File: src/design/ibw_pkg.sv
// Types and constants shared by the wildcard ban table.
// No dependencies.
package ibw_pkg;

    localparam int ADDR_W  = 32;
    localparam int TIME_W  = 32;
    localparam int COUNT_W = 7;

    localparam logic [7:0]         WILDCARD_OCTET = 8'hFF;
    localparam logic [COUNT_W-1:0] COUNT_MAX      = {COUNT_W{1'b1}};
    localparam logic [TIME_W-1:0]  EXPIRY_PERM    = '0;

    typedef enum logic [1:0] {
        KIND_LOOKUP = 2'd0,
        KIND_ADD    = 2'd1,
        KIND_REMOVE = 2'd2,
        KIND_CLEAR  = 2'd3
    } kind_t;

    typedef enum logic [1:0] {
        STATUS_NONE      = 2'd0,
        STATUS_PERMANENT = 2'd1,
        STATUS_TIME_LEFT = 2'd2
    } status_t;

    // Operation travelling down the cell row
    typedef struct packed {
        logic               valid;
        kind_t              kind;
        logic [ADDR_W-1:0]  address;
        logic [TIME_W-1:0]  expiry;
        logic [TIME_W-1:0]  now_time;
        logic               done;
        status_t            status;
        logic [COUNT_W-1:0] removed;
    } token_t;

endpackage

File: src/design/ibw_cell.sv
// One table slot: valid bit, address and expiry, plus the token register
// that hands the operation on to the next slot. Depends on ibw_pkg.
module ibw_cell
    import ibw_pkg::*;
(
    input  logic   clk,
    input  logic   rst_n,
    input  logic   advance,
    input  token_t tok_in,
    output token_t tok_out
);

    logic              valid_reg, valid_next;
    logic [ADDR_W-1:0] addr_reg;
    logic [TIME_W-1:0] expiry_reg;
    token_t            tok_reg, tok_next;
    logic              write;

    function automatic logic octets_match(input logic [ADDR_W-1:0] stored,
                                          input logic [ADDR_W-1:0] addr);
        logic ok;
        ok = 1'b1;
        for (int k = 0; k < 4; k++) begin
            if (stored[8*k +: 8] != addr[8*k +: 8] && stored[8*k +: 8] != WILDCARD_OCTET)
            begin
                ok = 1'b0;
            end
        end
        return ok;
    endfunction

    function automatic logic [COUNT_W-1:0] sat_inc(input logic [COUNT_W-1:0] n);
        return (n == COUNT_MAX) ? n : n + 1'b1;
    endfunction

    always_comb
    begin
        tok_next   = tok_in;
        valid_next = valid_reg;
        write      = 1'b0;
        if (tok_in.valid)
        begin
            case (tok_in.kind)
                KIND_LOOKUP:
                begin
                    if (!tok_in.done && valid_reg && octets_match(addr_reg, tok_in.address))
                    begin
                        tok_next.done = 1'b1;
                        if (expiry_reg == EXPIRY_PERM)
                        begin
                            tok_next.status = STATUS_PERMANENT;
                        end
                        else if (expiry_reg > tok_in.now_time)
                        begin
                            tok_next.status = STATUS_TIME_LEFT;
                        end
                        else
                        begin
                            valid_next       = 1'b0;
                            tok_next.removed = sat_inc(tok_in.removed);
                        end
                    end
                end
                KIND_ADD:
                begin
                    if (!tok_in.done && !valid_reg)
                    begin
                        valid_next    = 1'b1;
                        write         = 1'b1;
                        tok_next.done = 1'b1;
                    end
                end
                KIND_REMOVE:
                begin
                    if (valid_reg && addr_reg == tok_in.address)
                    begin
                        valid_next       = 1'b0;
                        tok_next.removed = sat_inc(tok_in.removed);
                    end
                end
                KIND_CLEAR:
                begin
                    if (valid_reg)
                    begin
                        valid_next       = 1'b0;
                        tok_next.removed = sat_inc(tok_in.removed);
                    end
                end
                default:
                begin
                    tok_next = tok_in;
                end
            endcase
        end
    end

    always_ff @(posedge clk or negedge rst_n)
    begin
        if (!rst_n)
        begin
            valid_reg <= 1'b0;
            tok_reg   <= '0;
        end
        else if (advance)
        begin
            valid_reg <= valid_next;
            tok_reg   <= tok_next;
        end
    end

    always_ff @(posedge clk)
    begin
        if (advance && write)
        begin
            addr_reg   <= tok_in.address;
            expiry_reg <= tok_in.expiry;
        end
    end

    assign tok_out = tok_reg;

endmodule

File: config.mk
export PLATFORM = sky130hd
export DESIGN_NAME = ibw_cell
export DESIGN_NICKNAME = d
export VERILOG_FILES = /design/src/design/ibw_pkg.sv /design/src/design/ibw_cell.sv
export SDC_FILE = /design/constraint.sdc
export NUM_CORES = 1
export LEC_CHECK = 0
export BUFFER_PORTS_ARGS = -buffer_cell sky130_fd_sc_hd__buf_4
export CORE_UTILIZATION = 40
export CTS_CLUSTER_DIAMETER = 80
export DETAILED_ROUTE_END_ITERATION = 7
export PLACE_DENSITY = 0.65
export SYNTH_ARGS = -nofsm -noshare
export SYNTH_HDL_FRONTEND = slang
export SYNTH_SLANG_ARGS = --single-unit
export TNS_END_PERCENT = 30
File: constraint.sdc
create_clock -name clk -period 9.7 [get_ports clk]
set_clock_uncertainty 0.1 [all_clocks]
set_input_delay 1.94 -clock clk [delete_from_list [all_inputs] [get_ports clk]]
set_output_delay 1.94 -clock clk [all_outputs]
set_load 0.01 [all_outputs]
; ---- Word-level counts from Yosys, hierarchy flattened
; Cells that the tools add are included.
[totals]
out_inout_bits = 109
ff_bits = 174
wordCells = 73
in_bits = 112
[op_classes]
magnitude_cmp = 1
muxes = 28
eq_ne = 18
n_addsub = 1
n_reduce_logical = 14
[op_table]
columns = op, count
row1 = $mux 109, 1
row2 = $mux 7, 5
row3 = $eq 32x32->1, 1
row4 = $gt 32x32->1, 1
row5 = $logic_not 32->1, 1
row6 = $ne 8x8->1, 4
row7 = $ne 8x8->1 const B, 4
row8 = $pmux 7 s3, 1
row9 = $mux 1, 15
row10 = $mux 10, 1
row11 = $ne 2x2->1 const B, 5
row12 = $logic_and 1x1->1, 9
row13 = $add 7x1->7 const B, 1
row14 = $eq 7x7->1 const B, 1
row15 = $reduce_and 7->1, 1
row16 = $mux 2, 3
row17 = $eq 2x2->1 const B, 2
row18 = $pmux 1 s4, 1
row19 = $eq 2x1->1 const B, 1
row20 = $logic_not 1->1, 2
row21 = $logic_not 2->1, 1
row22 = $pmux 1 s2, 1

; ---- Logic depth before layout (Yosys ltp)
[logic_depth]
ltp_word = 12
mapped_depth = 10
depth_no_buf = 10

; ---- Least setup slack after synthesis
; No wires, ideal clock.
[synth_path]
path_kind = input to register
start = input advance
end = register addr_reg[0], enable pin
path_slack_ns = 0.257
setup_time_ns = 0.654
path_stages = 4
arrival_time_ns = 8.689
path_buffers = 2
required_time_ns = 8.946
path_cell_list = clkbuf_1 -> clkbuf_1 -> nand2_1 -> nor4_1
[synth_between]
elab_chain_cells = 1
[synth_lines]
columns = item, line_no
row1 = from (decl), ibw_cell.sv:8  ; input logic advance,
row2 = $logic_and 1x1->1, ibw_cell.sv:113  ; if (advance && write)
row3 = to (signal assigned), ibw_cell.sv:115  ; addr_reg <= tok_in.address;
row4 = to (decl), ibw_cell.sv:14  ; logic [ADDR_W-1:0] addr_reg;
; Every way passes these cells.
; A chain may end at the register's enable or synchronous reset.

; ---- Final worst setup path
[layout_path]
start = input tok_in[24] in the netlist's numbering
end = register tok_reg (netlist bit tok_out[4])
[layout_between]
elab_chain_cells = 6
[layout_lines]
columns = item, line_no
row1 = from (decl), ibw_cell.sv:9  ; input token_t tok_in,
row2 = $gt 32x32->1, ibw_cell.sv:53  ; else if (expiry_reg > tok_in.now_time)
row3 = $mux 7, ibw_cell.sv:53
row4 = $mux 7, ibw_cell.sv:49  ; if (expiry_reg == EXPIRY_PERM)
row5 = $mux 10, ibw_cell.sv:46  ; if (!tok_in.done && valid_reg && octets_match(addr_reg, tok_in.address))
row6 = $pmux 7 s3, ibw_cell.sv:43  ; case (tok_in.kind)
row7 = $mux 109, ibw_cell.sv:41  ; if (tok_in.valid)
row8 = to (signal assigned), ibw_cell.sv:107  ; tok_reg <= tok_next;
row9 = to (decl), ibw_cell.sv:16  ; token_t tok_reg, tok_next;
; Every way passes these cells.

==> metrics.txt <==
Worst Max-Slew Pin Slew approximately 850 ps; clock sink count around 170; wire per inst approximately 17 µm; hpwl dp 14,100 µm; vias in the first global route ~5,600; CTS tree built; Setup-failing EPs final 0; global route overflow 0; most common cell after layout, fill and taps aside buf_4; H-tree lvl count 4; tightest hold margin roughly 400 ps; Clock transition at path regs 70 ps; core area roughly 0.019 mm²; Synth cell types 52; initial antenna violation count 0; Synth Cell Area between 0.007 and 0.008 mm²; CP arrival 4470 ps; postcts setup bufs 0; DRC 0; routed via count approximately 5,400; # diodes 0; GRT Total Usage a little under 20%; min cycle time layout about 4300 ps; Pwr Total around 1.8 mW; initial DRC count about 300; Synth async-reset ratio a little over three fifths; sequential share of the synthesized area roughly 60%; Max Clock Freq around 0.23 GHz; RR Startpoint expiry_reg[14]; internal power around 1.4 mW; number of gates resized after cts 0; Crit path required time 9910 ps; Critical path destination tok_out[4]; Worst Hold Class register to register; syn avg cell area around 14 µm²; sequential power share between 40 and 50%; row cnt 50; Reg2Reg Depth 8; port buffer count 220; max-slew violations 0; I/O pins between 200 and 250; Worst slew margin between 40% and 50%; VDD IR max ~0.00012 V; ANT nets after route 0; #FFs+latches synth roughly 170; die span in x approximately 140 µm; crit path capture type register; placed insts 1,041; reg-to-reg slack, setup 6660 ps; leakage power between 4 and 5 nW; Synth Warn # 0; Post-synth EDFFs 64; logic gate share of total power between 10 and 15%; cts hold-fix bufs 0; Crit Path Class input port to register; Clock Power Share just under 40%; Crit Path Max Fanout 7; status completed; commonest cells after routing, fill and taps aside buf_4 (224), dfrtp_1 (110), mux2_2 (97); CP Launch Type input port; RSZ-0062 raised after global routing no; vias per cell approximately 5; max reg flops between 100 and 150; crit path launch tok_in[24]; worst reg2reg path endpoint tok_out[4]; total negative slack 0 ps; fin crit share 43.9%; die area between 0.015 and 0.02 mm²; Layout Cells excl Fill around 1,100; clk root buf clkbuf_16; Post-layout nets between 900 and 1,000; largest net degree at the start of global routing 68; DRT Pass-1 Iters 4; initial core utilization about two fifths; Skew-Pair Late Insertion Delay 430 ps; Switching Fraction around a quarter; Routed WL roughly 19,000 µm; CTS Buffer Depth 2; Final GP Congestion 0.856; dominant synthesized flop cell dfrtp_1; final hold violations 0; fraction of layout cells with a size suffix above 1 between 40% and 50%; syn_nets ~720; cts bufs inserted 17; Area growth syn-to-layout 32.8%; global-route wire length before repair slightly below 30,000 µm; total of max-cap violations 0; PD cells ~170 mW/mm²; Switch Pwr approximately 440 µW; cells after synthesis between 500 and 600; DIE HEIGHT between 100 and 150 µm
routing by layer:
layer / global-route usage (%) / part of all wire [%]
met4: 6.12 / 1.4
met5: 0 / 0
met2: 32.5 / 51
met1: 24.5 / 43
met3: 4.72 / 5.3
cells in the mapped netlist, drive strengths merged (2+ instances only):
cell type,instances,area [µm²]
dfrtp,110,2750
mux2,97,1090
edfxtp,64,1920
inv,41,154
ha,33,413
xor2,33,289
a21oi,29,153
nand2,21,78.8
nor2,21,78.8
nor4,21,146
nand4,20,125
clkbuf,10,37.5
o21ai,9,45.0
buf,6,23.8
a31oi,5,31.3
nor3,5,25.0
nand3,4,20.0
a211oi,3,32.5
a21o,3,23.8
nand2b,3,18.8
o2bb2ai,3,26.3
or3,3,25.0
a211o,2,17.5
a22oi,2,15.0
a31o,2,17.5
and3,2,13.8
mux2i,2,20.0
nor2b,2,12.5
o211ai,2,15.0
o21a,2,15.0
o22ai,2,12.5
cell type report:
type / instances / area [µm²]
Sequential cell: 174 / 4670
Tap cell: 260 / 325
Fill cell: 1608 / 8520
Clock inverter: 11 / 133
Timing Repair Buffer: 224 / 1680
Clock buffer: 21 / 460
Multi-Input combinational cell: 342 / 2880
Inverter: 41 / 154
critical path, stage by stage:
cell and delay [ps]:
buf_4 90, inv_1 40, ha_1 320, nand4_1 210, nor4_1 520, a22oi_1 240, nor4_4 520, a32o_4 270
o22ai_1 80, a211o_1 230
how the worst min path moves through the flow:
stage / cells past startpoint / start / slack [ps] / end
2_1_floorplan: 1 / tok_out[1] / 420 / tok_out[1]
3_3_place_gp: 1 / tok_out[2] / 380 / tok_out[2]
3_5_place_dp: 1 / tok_out[41] / 400 / tok_out[41]
4_1_cts: 1 / tok_out[73] / 410 / tok_out[73]
5_1_grt: 1 / tok_out[59] / 420 / tok_out[59]
6_report: 1 / tok_out[1] / 400 / tok_out[1]
kinds of logic after synthesis:
logic type | count (synthesis) | synth area share (%)
fa+ha+maj | 33 | 5.32
compound gates | 73 | 6.43
flops | 174 | 60.2
mux | 99 | 14.3
simple gates | 104 | 7.19
xor+xnor | 33 | 3.72
buf+inv | 57 | 2.77
power groups by stage:
stage                     registers [mW]  clock network (mW)  logic [mW]
after floorplan                    0.873                   0      0.0908
after global placement             0.854                   0       0.254
after detailed placement           0.857                   0       0.261
after CTS                          0.843               0.706       0.262
after global routing               0.849               0.736       0.280
final                              0.842               0.688       0.258
through the flow:
stage	util [%]	area [µm²]	setup slack, ps
2_1_floorplan	-	7760	257
3_3_place_gp	51.6	9710	5050
3_5_place_dp	51.6	9710	4980
4_1_cts	54.7	10300	5420
5_1_grt	54.7	10300	5220
6_report	54.7	10300	5440
Note: power is estimated with default switching activity, not from simulation.
